## src/design/sdi_pkg.sv

```systemverilog
package sdi_pkg;

  typedef enum logic [3:0] {
    PH_IDLE   = 4'd0,
    PH_CMD0   = 4'd1,
    PH_CMD8   = 4'd2,
    PH_LOOP55 = 4'd3,
    PH_ACMD41 = 4'd4,
    PH_CMD2   = 4'd5,
    PH_CMD3   = 4'd6,
    PH_CMD9   = 4'd7,
    PH_CMD7   = 4'd8,
    PH_APP55  = 4'd9,
    PH_ACMD6  = 4'd10,
    PH_CMD13  = 4'd11,
    PH_DONE   = 4'd12
  } phase_t;

  // configuration register indexes
  localparam logic CFG_RETRY_LIMIT    = 1'b0;
  localparam logic CFG_VOLTAGE_WINDOW = 1'b1;

  localparam logic [15:0] RETRY_LIMIT_RST    = 16'd10000;
  localparam logic [23:0] VOLTAGE_WINDOW_RST = 24'hFF8000;

  // request kinds
  localparam logic REQ_START    = 1'b0;
  localparam logic REQ_RESPONSE = 1'b1;

  // response kinds
  localparam logic [1:0] RK_NONE  = 2'd0;
  localparam logic [1:0] RK_SHORT = 2'd1;
  localparam logic [1:0] RK_LONG  = 2'd2;
  localparam logic [1:0] RK_NOXFR = 2'd3;

  localparam logic [31:0] CMD0_CODE   = 32'hD500_0000;
  localparam logic [31:0] CMD2_CODE   = 32'hD501_0002;
  localparam logic [31:0] CMD3_CODE   = 32'hD501_0003;
  localparam logic [31:0] ACMD6_CODE  = 32'hD501_0006;
  localparam logic [31:0] CMD7_CODE   = 32'hD501_0007;
  localparam logic [31:0] CMD8_CODE   = 32'hD501_0008;
  localparam logic [31:0] CMD9_CODE   = 32'hD501_0009;
  localparam logic [31:0] CMD13_CODE  = 32'hD501_000D;
  localparam logic [31:0] ACMD41_CODE = 32'hD501_0029;
  localparam logic [31:0] CMD55_CODE  = 32'hD501_0037;
  localparam logic [31:0] NOTICE_CODE = 32'hC101_0000;

  localparam logic [31:0] CMD8_PATTERN = 32'h0000_01AA;
  localparam logic [31:0] HCS_BIT      = 32'h4000_0000;
  localparam logic [31:0] BUS_WIDTH_4  = 32'h0000_0002;
  localparam logic [6:0]  STATE_TRAN   = 7'd4;

  typedef struct packed {
    phase_t      phase;
    logic [15:0] retry_count;
    logic        is_high_capacity;
    logic [15:0] relative_addr;
  } sdi_state_t;

  typedef struct packed {
    logic        cmd_valid;
    logic [31:0] command_code;
    logic [31:0] command_argument;
    logic [1:0]  response_kind;
    logic        delay_first;
    logic        done_res;
    logic        success;
    logic        high_capacity;
    logic [15:0] card_address;
    logic [15:0] retries_used;
  } sdi_result_t;

endpackage

```

## src/design/sdi_step.sv

```systemverilog
module sdi_step
  import sdi_pkg::*;
(
  input  sdi_state_t  state,
  input  logic [15:0] retry_limit,
  input  logic [23:0] voltage_window,
  input  logic        req_type,
  input  logic [31:0] response_word,
  output sdi_state_t  state_nxt,
  output sdi_result_t result
);

  logic [15:0] retry_inc;
  logic [31:0] rca_arg;

  assign retry_inc = state.retry_count + 16'd1;

  always_comb begin
    state_nxt = state;
    result    = '0;

    if (req_type == REQ_START) begin
      state_nxt.phase            = PH_CMD0;
      state_nxt.retry_count      = '0;
      state_nxt.is_high_capacity = 1'b0;
      state_nxt.relative_addr    = '0;
      result.cmd_valid    = 1'b1;
      result.command_code = CMD0_CODE;
      result.response_kind = RK_NONE;
    end else begin
      case (state.phase)
        PH_CMD0: begin
          result.cmd_valid        = 1'b1;
          result.command_code     = CMD8_CODE;
          result.command_argument = CMD8_PATTERN;
          result.response_kind    = RK_SHORT;
          state_nxt.phase         = PH_CMD8;
        end
        PH_CMD8: begin
          state_nxt.is_high_capacity = (response_word == CMD8_PATTERN);
          result.cmd_valid = 1'b1;
          if (state.retry_count < retry_limit) begin
            result.command_code  = CMD55_CODE;
            result.response_kind = RK_SHORT;
            state_nxt.phase      = PH_LOOP55;
          end else begin
            result.command_code  = CMD2_CODE;
            result.response_kind = RK_LONG;
            state_nxt.phase      = PH_CMD2;
          end
        end
        PH_LOOP55: begin
          result.cmd_valid        = 1'b1;
          result.command_code     = ACMD41_CODE;
          result.command_argument = {8'h00, voltage_window}
                                  | (state.is_high_capacity ? HCS_BIT : 32'h0);
          result.response_kind    = RK_SHORT;
          state_nxt.phase         = PH_ACMD41;
        end
        PH_ACMD41: begin
          result.cmd_valid = 1'b1;
          if (response_word[31]) begin
            result.command_code  = CMD2_CODE;
            result.response_kind = RK_LONG;
            state_nxt.phase      = PH_CMD2;
          end else begin
            // card still busy: count the attempt and wait before the next one
            state_nxt.retry_count = retry_inc;
            result.delay_first    = 1'b1;
            if (retry_inc < retry_limit) begin
              result.command_code  = CMD55_CODE;
              result.response_kind = RK_SHORT;
              state_nxt.phase      = PH_LOOP55;
            end else begin
              result.command_code  = CMD2_CODE;
              result.response_kind = RK_LONG;
              state_nxt.phase      = PH_CMD2;
            end
          end
        end
        PH_CMD2: begin
          result.cmd_valid     = 1'b1;
          result.command_code  = CMD3_CODE;
          result.response_kind = RK_SHORT;
          state_nxt.phase      = PH_CMD3;
        end
        PH_CMD3: begin
          state_nxt.relative_addr = response_word[31:16];
          result.cmd_valid        = 1'b1;
          result.command_code     = CMD9_CODE;
          // CMD3 moves the new RCA straight into the CMD9 argument
          result.command_argument = {response_word[31:16], 16'h0000};
          result.response_kind    = RK_LONG;
          state_nxt.phase         = PH_CMD9;
        end
        PH_CMD9: begin
          result.cmd_valid        = 1'b1;
          result.command_code     = CMD7_CODE;
          result.command_argument = rca_arg;
          result.response_kind    = RK_SHORT;
          state_nxt.phase         = PH_CMD7;
        end
        PH_CMD7: begin
          result.cmd_valid        = 1'b1;
          result.command_code     = CMD55_CODE;
          result.command_argument = rca_arg;
          result.response_kind    = RK_SHORT;
          state_nxt.phase         = PH_APP55;
        end
        PH_APP55: begin
          result.cmd_valid        = 1'b1;
          result.command_code     = ACMD6_CODE;
          result.command_argument = BUS_WIDTH_4;
          result.response_kind    = RK_SHORT;
          state_nxt.phase         = PH_ACMD6;
        end
        PH_ACMD6: begin
          result.cmd_valid        = 1'b1;
          result.command_code     = CMD13_CODE;
          result.command_argument = rca_arg;
          result.response_kind    = RK_SHORT;
          state_nxt.phase         = PH_CMD13;
        end
        PH_CMD13: begin
          result.done_res = 1'b1;
          if (response_word[15:9] == STATE_TRAN) begin
            result.success = 1'b1;
            if (state.is_high_capacity) begin
              result.cmd_valid     = 1'b1;
              result.command_code  = NOTICE_CODE;
              result.response_kind = RK_NOXFR;
            end
          end
          state_nxt.phase = PH_DONE;
        end
        default: begin
          // idle or finished: response is dropped, state holds
        end
      endcase
    end

    result.high_capacity = state_nxt.is_high_capacity;
    result.card_address  = state_nxt.relative_addr;
    result.retries_used  = state_nxt.retry_count;
  end

  assign rca_arg = {state.relative_addr, 16'h0000};

endmodule

```

## src/design/sd_card_init_sequencer.sv

```systemverilog
// A result appears on out_* in the cycle after its input transaction is accepted.
// Throughput: one item per cycle; the input side stalls only in reset or while
// a result waits in the output register and out_tready is low.
// The phase decode and command select sit between the state and output registers.
// Synchronous active-low reset: phase idle, counters and RCA cleared,
// retry_limit = 10000, voltage_window = 0xFF8000, output register empty.
module sd_card_init_sequencer
  import sdi_pkg::*;
(
  input  logic         clk,
  input  logic         rst_n,
  // input stream
  input  logic         in_tvalid,
  output logic         in_tready,
  input  logic [31:0]  in_tdata,   // [31:0] response_word
  input  logic         in_tuser,   // [0] req_type
  // result stream
  output logic         out_tvalid,
  input  logic         out_tready,
  // [31:0] command_code, [63:32] command_argument, [64] delay_first, [65] done_res,
  // [66] success, [67] high_capacity, [83:68] card_address, [99:84] retries_used,
  // [103:100] zero
  output logic [103:0] out_tdata,
  output logic [2:0]   out_tuser,  // [0] cmd_valid, [2:1] response_kind
  // configuration
  input  logic         cfg_we,
  input  logic         cfg_index,
  input  logic [23:0]  cfg_wdata
);

  logic [15:0] retry_limit_r;
  logic [23:0] voltage_window_r;
  sdi_state_t  state_r, state_nxt;
  sdi_result_t result_r, result_nxt;
  logic        out_valid_r;
  logic        in_fire;

  assign in_tready = rst_n && (!out_valid_r || out_tready);
  assign in_fire   = in_tvalid && in_tready;

  sdi_step u_step (
    .state          (state_r),
    .retry_limit    (retry_limit_r),
    .voltage_window (voltage_window_r),
    .req_type       (in_tuser),
    .response_word  (in_tdata),
    .state_nxt      (state_nxt),
    .result         (result_nxt)
  );

  always_ff @(posedge clk) begin
    if (!rst_n) begin
      retry_limit_r    <= RETRY_LIMIT_RST;
      voltage_window_r <= VOLTAGE_WINDOW_RST;
    end else if (cfg_we) begin
      case (cfg_index)
        CFG_RETRY_LIMIT:    retry_limit_r    <= cfg_wdata[15:0];
        CFG_VOLTAGE_WINDOW: voltage_window_r <= cfg_wdata;
        default: ;
      endcase
    end
  end

  always_ff @(posedge clk) begin
    if (!rst_n) begin
      state_r.phase            <= PH_IDLE;
      state_r.retry_count      <= '0;
      state_r.is_high_capacity <= 1'b0;
      state_r.relative_addr    <= '0;
      out_valid_r              <= 1'b0;
    end else begin
      if (in_fire) begin
        state_r     <= state_nxt;
        out_valid_r <= 1'b1;
      end else if (out_tready) begin
        out_valid_r <= 1'b0;
      end
    end
  end

  always_ff @(posedge clk) begin
    if (in_fire) begin
      result_r <= result_nxt;
    end
  end

  assign out_tvalid = out_valid_r;
  assign out_tuser  = {result_r.response_kind, result_r.cmd_valid};
  assign out_tdata  = {4'b0000,
                       result_r.retries_used,
                       result_r.card_address,
                       result_r.high_capacity,
                       result_r.success,
                       result_r.done_res,
                       result_r.delay_first,
                       result_r.command_argument,
                       result_r.command_code};

endmodule

```

## config.mk

```make
export PLATFORM = sky130hd
export DESIGN_NAME = sd_card_init_sequencer
export DESIGN_NICKNAME = d
export VERILOG_FILES = /design/src/design/sdi_pkg.sv /design/src/design/sdi_step.sv /design/src/design/sd_card_init_sequencer.sv
export SDC_FILE = /design/constraint.sdc
export NUM_CORES = 1
export LEC_CHECK = 0
export ABC_AREA = 1
export BUFFER_PORTS_ARGS = -buffer_cell sky130_fd_sc_hd__clkbuf_2
export CAP_MARGIN = 0
export CORE_MARGIN = 8
export CORE_UTILIZATION = 50
export DETAILED_ROUTE_END_ITERATION = 6
export GPL_ROUTABILITY_DRIVEN = 0
export PLACE_DENSITY_LB_ADDON = 0.08
export SETUP_SLACK_MARGIN = 0.05
export SLEW_MARGIN = 20
export SYNTH_ARGS = -nofsm -noshare
export SYNTH_HDL_FRONTEND = slang
export SYNTH_HIERARCHICAL = 1
export SYNTH_SLANG_ARGS = --single-unit
```

## constraint.sdc

```tcl
create_clock -name clk -period 4.9 [get_ports clk]
set_input_delay 0.49 -clock clk [delete_from_list [all_inputs] [get_ports clk]]
set_output_delay 0.49 -clock clk [all_outputs]
set_load 0.01 [all_outputs]
```

==> out/qor.yml, run 1 <==
sta:
  maxSlewHeadroom: 0.392
  clock-skew-final_ps: 10.3
  min_period_over_period: 0.592
  report.final.setup_viol: 0
  period_minus_ws_final_ps: 2900
  finalHoldViolCount: 0
  fmax_ghz: 0.345
  grt_setup_unrepaired: "false"
  maxSlewViolCount: 0
  max_slew.worst_pin.slew_ps: 912
  finalSetupTns_ps: 0
setup_path:
  cp_startpoint_kind: "register"
  maximum_net_fanout_on_the_critical_path: 6
  reg2reg_depth: 18
  path_class: "reg -> reg"
  end_kind: "register"
  critical_path.endpoint: "state_r[34]"
  cp.arrival_ps: 3270
  crit-reg2reg-launch: "state_r[19]"
  r2r-end: "state_r[34]"
  r2r_slack_ps: 2000
  timing.critical_path.required_ps: 5270
  critical_path.startpoint: "state_r[19]"
cts:
  ctsLongestPathBuffers: 2
  postCtsResizedCells: 0
  worst_skew_pair.late_latency_ps: 430
  cts.sinks: 181
  cts_buffers: 17
  register_clock_pin_slew_on_the_reported_worst_setup_and_hold_paths_ps: 70
  cts_tree: "built"
  cts_root_buf: "sky130_fd_sc_hd__clkbuf_16"
  post_cts_hold_buffers: 0
  clock_tree.htree_level_count: 4
  cts_setup_buffers: 0
logic_synthesis:
  synth.yosys.warnings: 6
  ys_seq_elements: 181
  syn-mean-instance-area_um2: 8.60
  yosys.area_share.adder: 0.0413
  distinct_cell_type_count_of_the_synthesized_netlist: 46
  synthesis.instances: 1092
  yosysSeqAreaShare: 0.495
  synth_top_family_by_area: "simple AND/OR/NAND/NOR gates"
  simple_logic_cell_fraction_of_the_synthesized_area: 0.234
  synth.mux.area_fraction: 0
  synth_compound_gate_area_share: 0.0795
  netlist_area_um2: 9400
  xor_xnor_share_of_the_synthesized_area: 0.00932
die:
  boundaryPins: 172
  die_h_um: 153
  initial_utilization: 0.506
  die_width_um: 153
  design.core.area_um2: 18600
  area_enclosed_by_the_die_boundary_um2: 23400
  rows: 50
global_routing:
  grt_pass1_vias: 6953
  grt_start_max_net_pins: 67
  wire_length_of_the_first_global_routing_pass_um: 36400
  grt_antenna_before_repair: 0
  global_route.overflow_total: 0
  globalRouteTotalUtil: 0.191
final_layout:
  layout.cells.most_common_list: "234 x sky130_fd_sc_hd__nand2_1, 166 x sky130_fd_sc_hd__clkbuf_2, 129 x sky130_fd_sc_hd__nor2_1, 127 x sky130_fd_sc_hd__inv_1, 103 x sky130_fd_sc_hd__edfxtp_1"
  finalInstanceArea_um2: 10400
  layout-drive-gt1-share: 0.222
  insertedDiodeCount: 0
  layout.filler_cells: 1749
  most_frequent_standard_cell_in_the_layout_excluding_fill_and_tap_cells: "sky130_fd_sc_hd__nand2_1"
  post-route-util: 0.562
  total_nets_final: 1292
  area.growth.synth_to_final_pct: 11.2
placement:
  dp.final_hpwl_um: 15900
  postPlaceCellArea_um2: 9900
  port_buffers: 167
min_path:
  worstHoldPathType: "in -> reg"
detailed_routing:
  post_drt_wl_per_cell_um: 15.6
  routed-via-count: 7172
  avgViaCountPerCell: 4.96
  detail_route.wirelength_um: 22500
  route.antenna.remaining_nets: 0
  drtPass1Iterations: 5
  post-route-drc-count: 0
  drt_iter0_markers: 414
pwr:
  ir_drop_uv: 232
  pwr_density_cell_nw_per_um2: 315
  leakage_uw: 0.00510
job:
  maxCapViolCount: 0
status:
  status: "complete, no violations"
routing by layer:
| metal | GRT usage | up-vias | routed length, µm |
|---|---|---|---|
| li1 | - | 3682 | - |
| met1 | 0.229 | 3304 | 9830 |
| met2 | 0.340 | 171 | 11300 |
| met3 | 0.0462 | 15 | 1180 |
| met4 | 0.0438 | 0 | 182 |
| met5 | 0 | - | 0 |
layout make-up:
type	instances	area, µm²	share of cell area
Sequential cell	181	4650	0.446
Clock inverter	14	116	0.0111
Multi-Input combinational cell	679	3510	0.336
Timing Repair Buffer	174	891	0.0853
Clock buffer	18	429	0.0411
Inverter	145	549	0.0526
Tap cell	234	293	0.0280
Yosys cell counts, drive strengths merged:
master	count	area [µm²]
nand2	243	940
nor2	151	672
inv	143	537
edfxtp	103	3090
buf	101	736
dfxtp	78	1560
a21oi	55	302
nand4	46	294
o21ai	41	205
nand3	32	165
ha	31	388
nor3	10	66.3
o21bai	10	75.1
a221oi	9	78.8
clkbuf	8	31.3
xor2	8	70.1
nor4	3	33.8
a211oi	2	15.0
a31oi	2	12.5
clkinv	2	10.0
conb	2	7.51
o211ai	2	15.0
or2	2	12.5
xnor2	2	17.5
and2	1	6.26
nand3b	1	7.51
o2111ai	1	8.76
o21a	1	7.51
o22ai	1	20.0
o31ai	1	7.51
power breakdown:
group | internal [µW] | switching [µW]
Combinational | 98.1 | 209
Sequential | 1670 | 29.4
Clock | 666 | 620
state kept, by name, summed over array words and instances (netlist names):
signal	cells
out_tdata	100
out_tuser	3
out_tvalid	1
retry_limit_r	16
state_r	37
voltage_window_r	24
stage by stage:
step                cells  total power [µW]  setup slack [ps]  hold slack (ps)
floorplan            1114              1950              1470              442
global placement     1413              2040              2100              456
detailed placement   1413              2040              2010              460
CTS                  1445              3310              1980              258
global route         1445              3400              1600              280
finish               1445              3290              2000              274
cell families after synthesis:
| family | after synthesis |
|---|---|
| xor+xnor | 10 |
| compound gates | 125 |
| simple gates | 489 |
| buf+inv | 254 |
| other cells | 2 |
| fa+ha+maj | 31 |
| flops | 181 |
how the worst min path moves through the flow:
stage / start / endpoint / slack, ps / cells past startpoint
after floorplan: retry_limit_r[10] / retry_limit_r[10] / 440 / 2
after global placement: voltage_window_r[20] / voltage_window_r[20] / 460 / 2
after detailed placement: retry_limit_r[4] / retry_limit_r[4] / 460 / 2
after CTS: cfg_wdata[18] / voltage_window_r[18] / 260 / 3
after global routing: cfg_wdata[18] / voltage_window_r[18] / 280 / 3
final: cfg_wdata[18] / voltage_window_r[18] / 270 / 3
critical path, stage by stage, from the launching register on:
cell and delay [ps]:
sky130_fd_sc_hd__dfxtp_1 410, sky130_fd_sc_hd__inv_1 110, sky130_fd_sc_hd__nor3_4 260, sky130_fd_sc_hd__nand3_1 170, sky130_fd_sc_hd__nor2_1 170, sky130_fd_sc_hd__xor2_1 200
sky130_fd_sc_hd__inv_1 70, sky130_fd_sc_hd__ha_1 290, sky130_fd_sc_hd__nand2_1 70, sky130_fd_sc_hd__inv_1 30, sky130_fd_sc_hd__o21ai_0 130, sky130_fd_sc_hd__nand3_1 80
sky130_fd_sc_hd__nor2_1 140, sky130_fd_sc_hd__nand3_1 260, sky130_fd_sc_hd__nand4_1 180, sky130_fd_sc_hd__nand2_1 60, sky130_fd_sc_hd__inv_1 50, sky130_fd_sc_hd__nand4_1 80
sky130_fd_sc_hd__nand2_1 100
Power figures use the tool's default switching activity.
==> run 2: changes to the inputs <==
--- a/config.mk
+++ b/config.mk
@@ -5,7 +5,7 @@
 export SDC_FILE = /design/constraint.sdc
 export NUM_CORES = 1
 export LEC_CHECK = 0
-export ABC_AREA = 1
+export ABC_AREA = 0
 export BUFFER_PORTS_ARGS = -buffer_cell sky130_fd_sc_hd__clkbuf_2
 export CAP_MARGIN = 0
 export CORE_MARGIN = 8
==> constraint.sdc (replaced) <==
create_clock -name clk -period 2.6 [get_ports clk]
set_input_delay 0.26 -clock clk [delete_from_list [all_inputs] [get_ports clk]]
set_output_delay 0.26 -clock clk [all_outputs]
set_load 0.01 [all_outputs]
==> run 2 against run 1 <==
Against the previous run:
- the run now ends with setup timing left
- clock skew decreased by 4.3 ps
- power rose by 86%
- worst setup slack got worse by 2400 ps
- critical path depth down 5
==> out/qor.yml, run 2 <==
status:
  status: "finished with violations"
  violations: "setup timing"
logic_synthesis:
  post-synth-top-area-cell: "sky130_fd_sc_hd__edfxtp_1"
  netlist_area_um2: 8970  # -4.5%
  synth-edff-count: 103  # unchanged
  synth_area_leaders: "sky130_fd_sc_hd__edfxtp_1 34%, sky130_fd_sc_hd__dfxtp_1 17%, sky130_fd_sc_hd__nand2_1 9.6%"
  yosysSeqAreaShare: 0.519  # +0.0236
  synthArstFlopShare: 0  # unchanged
  syn-mean-instance-area_um2: 9.93  # +15%
  distinct_cell_type_count_of_the_synthesized_netlist: 61  # +33%
  synthesis.instances: 903  # -17%
  ys_dominant_reg_cell: "sky130_fd_sc_hd__edfxtp_1"
  synth.yosys.warnings: 6  # unchanged
  ys_seq_elements: 181  # unchanged
  yosys.cell_count.top_type: "sky130_fd_sc_hd__nand2_1"
  synth_largest_type_area_fraction: 0.345  # +0.0157
  yosys-top-cells-count: "230 x sky130_fd_sc_hd__nand2_1, 103 x sky130_fd_sc_hd__edfxtp_1, 78 x sky130_fd_sc_hd__dfxtp_1"
final_layout:
  regArea_um2: 4670  # +0.43%
  multi_input_comb_area_um2: 3640  # +3.6%
  largest_register_ff_count: 100  # unchanged
  layout.filler_cells: 1609  # -8.0%
  most_frequent_standard_cell_in_the_layout_excluding_fill_and_tap_cells: "sky130_fd_sc_hd__nand2_1"
  layout-drive-gt1-share: 0.272  # +0.0503
  finalInstanceArea_um2: 10600  # +1.2%
  layout.cells.most_common_list: "229 x sky130_fd_sc_hd__nand2_1, 166 x sky130_fd_sc_hd__clkbuf_2, 103 x sky130_fd_sc_hd__edfxtp_1, 68 x sky130_fd_sc_hd__dfxtp_1, 57 x sky130_fd_sc_hd__buf_4"
  area.growth.synth_to_final_pct: 17.9
  total_nets_final: 1153  # -11%
setup_path:
  cp_startpoint_kind: "register"
  worst_path_largest_cell_delay_ps: 380  # -30 ps
  r2r_slack_ps: -440  # -2440 ps
  crit-reg2reg-launch: "state_r[18]"
  worstPathCellList: "ha_4 -> nand3_4 -> nor4_4 -> and3_4 -> nand3_4 -> xnor2_2 -> ha_1 -> nand4_1 -> nor3_2 -> nor4_2 -> nand4_1 -> o22a_2 -> a221oi_2"
  timing.critical_path.required_ps: 2860  # -2410 ps
  r2r-end: "out_tdata[2]"
  path_class: "reg -> reg"
  critical_path.startpoint: "state_r[18]"
  maximum_net_fanout_on_the_critical_path: 6  # unchanged
  worst_path_max_delay_cell: "sky130_fd_sc_hd__dfxtp_4"
  reg2reg_depth: 13  # -5
  cp.arrival_ps: 3300  # +30 ps
  end_kind: "register"
detailed_routing:
  avgViaCountPerCell: 5.16  # +4.0%
  post_drt_wl_per_cell_um: 16.7  # +7.2%
  post-route-drc-count: 0  # unchanged
  drtPass1Iterations: 4  # -1
  drt_iter0_markers: 417  # +0.72%
  detail_route.wirelength_um: 21700  # -3.4%
  routed-via-count: 6719  # -6.3%
  route.antenna.remaining_nets: 0  # unchanged
pwr:
  leakage_uw: 0.00427  # -16%
  total_power_uw: 6130  # +86%
  ir_drop_uv: 493  # +110%
  pwr_density_cell_nw_per_um2: 579  # +84%
cts:
  post_cts_hold_buffers: 0  # unchanged
  register_clock_pin_slew_on_the_reported_worst_setup_and_hold_paths_ps: 70  # about the same
  cts_buffers: 17  # unchanged
  cts.sinks: 181  # unchanged
  worst_skew_pair.late_latency_ps: 430  # about the same
  clock_tree.htree_level_count: 4  # unchanged
  cts_tree: "built"
  cts_root_buf: "sky130_fd_sc_hd__clkbuf_16"
  ctsLongestPathBuffers: 2  # unchanged
sta:
  max_slew.worst_pin.slew_ps: 1080  # +171 ps
  min_period_over_period: 1.17  # +0.577
  period_minus_ws_final_ps: 3040  # +140 ps
  report.final.setup_viol: 8  # +8
  maxSlewViolCount: 0  # unchanged
  fmax_ghz: 0.329  # -4.6%
  maxSlewHeadroom: 0.278  # -0.114
  layout_setup_ws_ps: -440  # -2440 ps
  clock-skew-final_ps: 6.09  # -4.26 ps
  finalHoldViolCount: 0  # unchanged
  grt_setup_unrepaired: "true"
  finalSetupTns_ps: -2930  # -2930 ps
global_routing:
  grt_pass1_vias: 6604  # -5.0%
  globalRouteTotalUtil: 0.197  # +0.00595
  grt_start_max_net_pins: 60  # -10%
  wire_length_of_the_first_global_routing_pass_um: 34800  # -4.4%
  global_route.overflow_total: 0  # unchanged
  grt_antenna_before_repair: 0  # unchanged
min_path:
  worstHoldPathType: "in -> reg"
  hold_path_startpoint: "cfg_wdata[23]"
  min_delay_path_depth: 3  # unchanged
  min_delay_worst_endpoint: "voltage_window_r[23]"
die:
  area_enclosed_by_the_die_boundary_um2: 22500  # -4.1%
  die_width_um: 150  # -2.1%
  boundaryPins: 172  # unchanged
  rows: 49  # -2.0%
  design.core.area_um2: 17800  # -4.3%
  initial_utilization: 0.504  # -0.00122
  die_h_um: 150  # -2.1%
placement:
  port_buffers: 167  # unchanged
  postPlaceCellArea_um2: 9940  # +0.42%
  dp.final_hpwl_um: 15700  # -1.4%
job:
  maxCapViolCount: 0  # unchanged
[run 2: cell families after synthesis]
group                      after synthesis  synth area share
and+or+nand+nor                        364             0.182
DFF                                    181             0.519
buffers and inverters                  135            0.0938
AOI/OAI and AO/OA                      126            0.0935
muxes                                   37            0.0413
adders and majority gates               31            0.0432
xor gates and xnor gates                27            0.0264
other                                    2          0.000837
[run 2: per-layer routing]
layer	part of all wire	track usage	up-vias
met1	0.43	0.251	3080
met5	0	0	-
met2	0.46	0.320	254
met3	0.088	0.0514	26
li1	-	-	3359
met4	0.016	0.0655	0
[run 2: power by group]
part | internal (µW) | leakage, µW | switching [µW]
combinational | 160 | 0.00238 | 288
clock | 1350 | 0.000273 | 1180
sequential | 3110 | 0.00162 | 35.6
total | 4620 | 0.00427 | 1500
[run 2: per-stage QoR]
| step | std cells | utilization | hold WS, ps | setup slack (ps) |
|---|---|---|---|---|
| detailed placement | 1267 | 0.559 | 451 | -392 |
| CTS | 1301 | 0.592 | 23.2 | -406 |
| global placement | 1267 | 0.559 | 445 | -317 |
| global route | 1301 | 0.595 | 56.0 | -616 |
| floorplan | 925 | - | 383 | -153 |
| finish | 1302 | 0.595 | 44.0 | -440 |
[run 2: critical path, delay by kind of cell, from the launching register on]
family	cells	cell delay, ps
adder cells (fa/ha/maj)	2	450
XOR/XNOR	1	130
flip-flops	1	380
AND/OR/NAND/NOR	8	1300
AO/OA/AOI/OAI	2	610
[run 2: timing repair]
item,4_1_cts,5_1_grt
setup endpoints to repair,8,8
endpoints found under the hold margin,0,0
resized for setup,2,6
setup buffers,2,0
pin swaps,1,7
gates cloned,0,0
[run 2: worst max path at each step]
| stage | cells past startpoint | endpoint |
|---|---|---|
| 6_report | 13 | out_tdata[2] |
| 5_1_grt | 13 | out_tdata[2] |
| 4_1_cts | 13 | out_tdata[2] |
| 3_5_place_dp | 12 | out_tdata[2] |
| 3_3_place_gp | 15 | state_r[34] |
| 2_1_floorplan | 13 | out_tdata[2] |
[run 2: layout make-up]
| cell class | instances | area share |
|---|---|---|
| multi-input combinational | 609 | 0.344 |
| inverter | 25 | 0.00888 |
| timing repair buffer | 225 | 0.123 |
| clock inverter | 14 | 0.0138 |
| tap | 229 | 0.0271 |
| clock buffer | 18 | 0.0406 |
| sequential | 181 | 0.442 |
| antenna | 1 | 0.000237 |
==> run 3: changes to the inputs <==
--- a/config.mk
+++ b/config.mk
@@ -19,3 +19,4 @@
 export SYNTH_HDL_FRONTEND = slang
 export SYNTH_HIERARCHICAL = 1
 export SYNTH_SLANG_ARGS = --single-unit
+export TNS_END_PERCENT = 30
==> run 3 against run 2 <==
Against the previous run:
- clock-buffer cell count shrank 1
- hold slack gained 6.5 ps
- sequential share of layout area hardly changed
- sequential power about the same
- non-clock buffer count is 2 lower
- routed wire length rose by 0.50%
- the flow still finishes with violations (setup timing)
- worst setup slack got worse by 56 ps
- critical endpoint is now state_r[34]
- first-iteration DRC count is 5.0% higher
- flip-flop and latch count did not move
==> out/qor.yml, run 3 (same netlist as run 2, synthesis figures left out) <==
cts:
  cts_tree: "built"
  cts_root_buf: "sky130_fd_sc_hd__clkbuf_16"
  cts.sinks: 181  # unchanged
  cts_buffers: 17  # unchanged
  clock_tree.htree_level_count: 4  # unchanged
  ctsLongestPathBuffers: 2  # unchanged
  register_clock_pin_slew_on_the_reported_worst_setup_and_hold_paths_ps: 70  # about the same
  worst_skew_pair.late_latency_ps: 440  # about the same
final_layout:
  multi_input_comb_area_um2: 3630  # -0.27%
  most_frequent_standard_cell_in_the_layout_excluding_fill_and_tap_cells: "sky130_fd_sc_hd__nand2_1"
  area.growth.synth_to_final_pct: 17.8  # about the same
  total_nets_final: 1151  # -0.17%
  layout.cells.non_filler: 1299  # -0.23%
  regArea_um2: 4670  # unchanged
  layout.filler_cells: 1593  # -0.99%
  layout.cells.most_common_list: "229 x sky130_fd_sc_hd__nand2_1, 166 x sky130_fd_sc_hd__clkbuf_2, 103 x sky130_fd_sc_hd__edfxtp_1, 68 x sky130_fd_sc_hd__dfxtp_1, 54 x sky130_fd_sc_hd__buf_4"
  insertedDiodeCount: 0  # -1
  layout-drive-gt1-share: 0.272  # -0.000425
  largest_register_ff_count: 100  # unchanged
setup_path:
  cp_startpoint_kind: "register"
  end_kind: "register"
  r2r-end: "state_r[34]"
  reg2reg_depth: 15  # +2
  cp.arrival_ps: 3450  # +150 ps
  r2r_slack_ps: -500  # -60 ps
  worst-path-buf-inv: 0  # unchanged
  cp_num_cells: 15  # +2
  timing.critical_path.required_ps: 2960  # +100 ps
  cell_type_group_with_the_largest_total_delay_on_the_critical_path: "simple AND/OR/NAND/NOR gates"
  crit-reg2reg-launch: "state_r[18]"
  worst_path_max_delay_cell: "sky130_fd_sc_hd__dfxtp_4"
  path_class: "reg -> reg"
  worstPathCellList: "ha_4 -> nand3_4 -> nor4_4 -> and3_4 -> nand3_2 -> xnor2_1 -> ha_1 -> nand4_1 -> nor3_1 -> nor4_1 -> nand4_1 -> o22a_2 -> a21boi_1 -> nand2_1 -> mux2i_1"
  worst_path_largest_cell_delay_ps: 380  # about the same
  maximum_net_fanout_on_the_critical_path: 5  # -1
  critical_path.most_common_cell: "sky130_fd_sc_hd__nand4_1"
global_routing:
  global_route.usage.met3: 0.0532  # +0.00181
  groute.layer.met2.usage: 0.323  # +0.00248
  wire_length_of_the_first_global_routing_pass_um: 34900  # +0.45%
  grt_pass1_vias: 6766  # +2.5%
  global_route.overflow_total: 0  # unchanged
  grt_antenna_before_repair: 0  # unchanged
  grt_util_met1: 0.246  # -0.00538
  grt_start_max_net_pins: 117  # +95%
  gr-max-usage-layer: "met2"
  globalRouteTotalUtil: 0.196  # -0.00114
sta:
  maxSlewViolCount: 0  # unchanged
  maxSlewHeadroom: 0.366  # +0.0883
  finalHoldViolCount: 0  # unchanged
  fmax_ghz: 0.323  # -1.8%
  finalSetupTns_ps: -3450  # -517 ps
  layout_setup_ws_ps: -496  # -56.3 ps
  period_minus_ws_final_ps: 3100  # +56.3 ps
  min_period_over_period: 1.19  # +0.0216
  grt_setup_unrepaired: "true"
  clock-skew-final_ps: 12.5  # +6.38 ps
  report.final.setup_viol: 8  # unchanged
  max_slew.worst_pin.slew_ps: 948  # -135 ps
detailed_routing:
  post_drt_wl_per_cell_um: 16.8  # +0.73%
  drtPass1Iterations: 5  # +1
  route.antenna.remaining_nets: 0  # unchanged
  avgViaCountPerCell: 5.21  # +0.98%
  routed-via-count: 6769  # +0.74%
  post-route-drc-count: 0  # unchanged
  detail_route.wirelength_um: 21900  # +0.50%
  drt_iter0_markers: 438  # +5.0%
min_path:
  min_delay_path_depth: 3  # unchanged
  hold_path_startpoint: "cfg_wdata[13]"
  worstHoldPathType: "in -> reg"
  min_delay_worst_endpoint: "retry_limit_r[13]"
pwr:
  leakage_uw: 0.00427  # about the same
  ir_drop_uv: 498  # +1.1%
  pwr_density_cell_nw_per_um2: 583  # +0.61%
die:
  rows: 49  # unchanged
  area_enclosed_by_the_die_boundary_um2: 22500  # unchanged
  initial_utilization: 0.504  # unchanged
  die_h_um: 150  # unchanged
  boundaryPins: 172  # unchanged
  design.core.area_um2: 17800  # unchanged
  die_width_um: 150  # unchanged
placement:
  placed_cells: 1265  # -0.16%
  port_buffers: 167  # unchanged
  dp.final_hpwl_um: 15400  # -1.7%
status:
  status: "finished with violations"
  violations: "setup timing"
job:
  maxCapViolCount: 0  # unchanged
## run 3: cell count changes in the layout (fill, tap and decap cells not counted), sizes merged
| cell | change |
|---|---|
| diode | -1 |
| clkinvlp | -3 |
| clkinv | +1 |
| buf | -2 |
| clkbuf | -1 |
| bufinv | -1 |
| inv | +4 |
## run 3: stage by stage
step           cell area [µm²]  power [µW]  setup WS, ps  hold WS, ps   util
3_5_place_dp              9940        3670          -388          451  0.559
6_report                 10600        6160          -496         50.6  0.594
5_1_grt                  10600        6380          -661         49.4  0.594
3_3_place_gp              9940        3660          -324          446  0.559
4_1_cts                  10500        6220          -423         34.2  0.592
2_1_floorplan             9110        3510          -153          383      -
## run 3: area by class of cell
type                    instances  share of cell area
clock inverters                15              0.0149
flip-flops and latches        181               0.442
inverters                      25             0.00888
multi-input cells             609               0.344
well taps                     229              0.0271
repair buffers                223               0.123
clock buffers                  17              0.0403
## run 3: worst max-delay path by stage
stage / endpoint / slack, ps / startpoint
global placement: out_tuser[1] / -320 / state_r[25]
floorplan: out_tdata[2] / -150 / state_r[17]
finish: state_r[34] / -500 / state_r[18]
CTS: state_r[34] / -420 / state_r[18]
global route: state_r[34] / -660 / state_r[18]
detailed placement: state_r[34] / -390 / state_r[18]
## run 3: power by group
group	total, µW	switching, µW	internal (µW)	leakage, µW
clock	2560	1270	1290	0.000290
sequential	3140	32.7	3110	0.00162
combinational	452	291	161	0.00237
## run 3: what timing repair did
| item | in CTS | in global routing |
|---|---|---|
| hold buffers | 0 | 0 |
| pin swaps | 0 | 9 |
| setup endpoints to repair | 8 | 8 |
| gates resized for setup | 0 | 7 |
| buffers inserted | 1 | 1 |
## run 3: metal layers
metal | part of all wire | vias to the layer above
li1 | - | 3356
met4 | 0.016 | 0
met1 | 0.43 | 3159
met3 | 0.081 | 25
met5 | 0 | -
met2 | 0.47 | 229
## run 3: worst min-delay path: cells and delay by family
family                 cells  cell delay (ps)
buffers and inverters      1               90
AND/OR/NAND/NOR            2              100
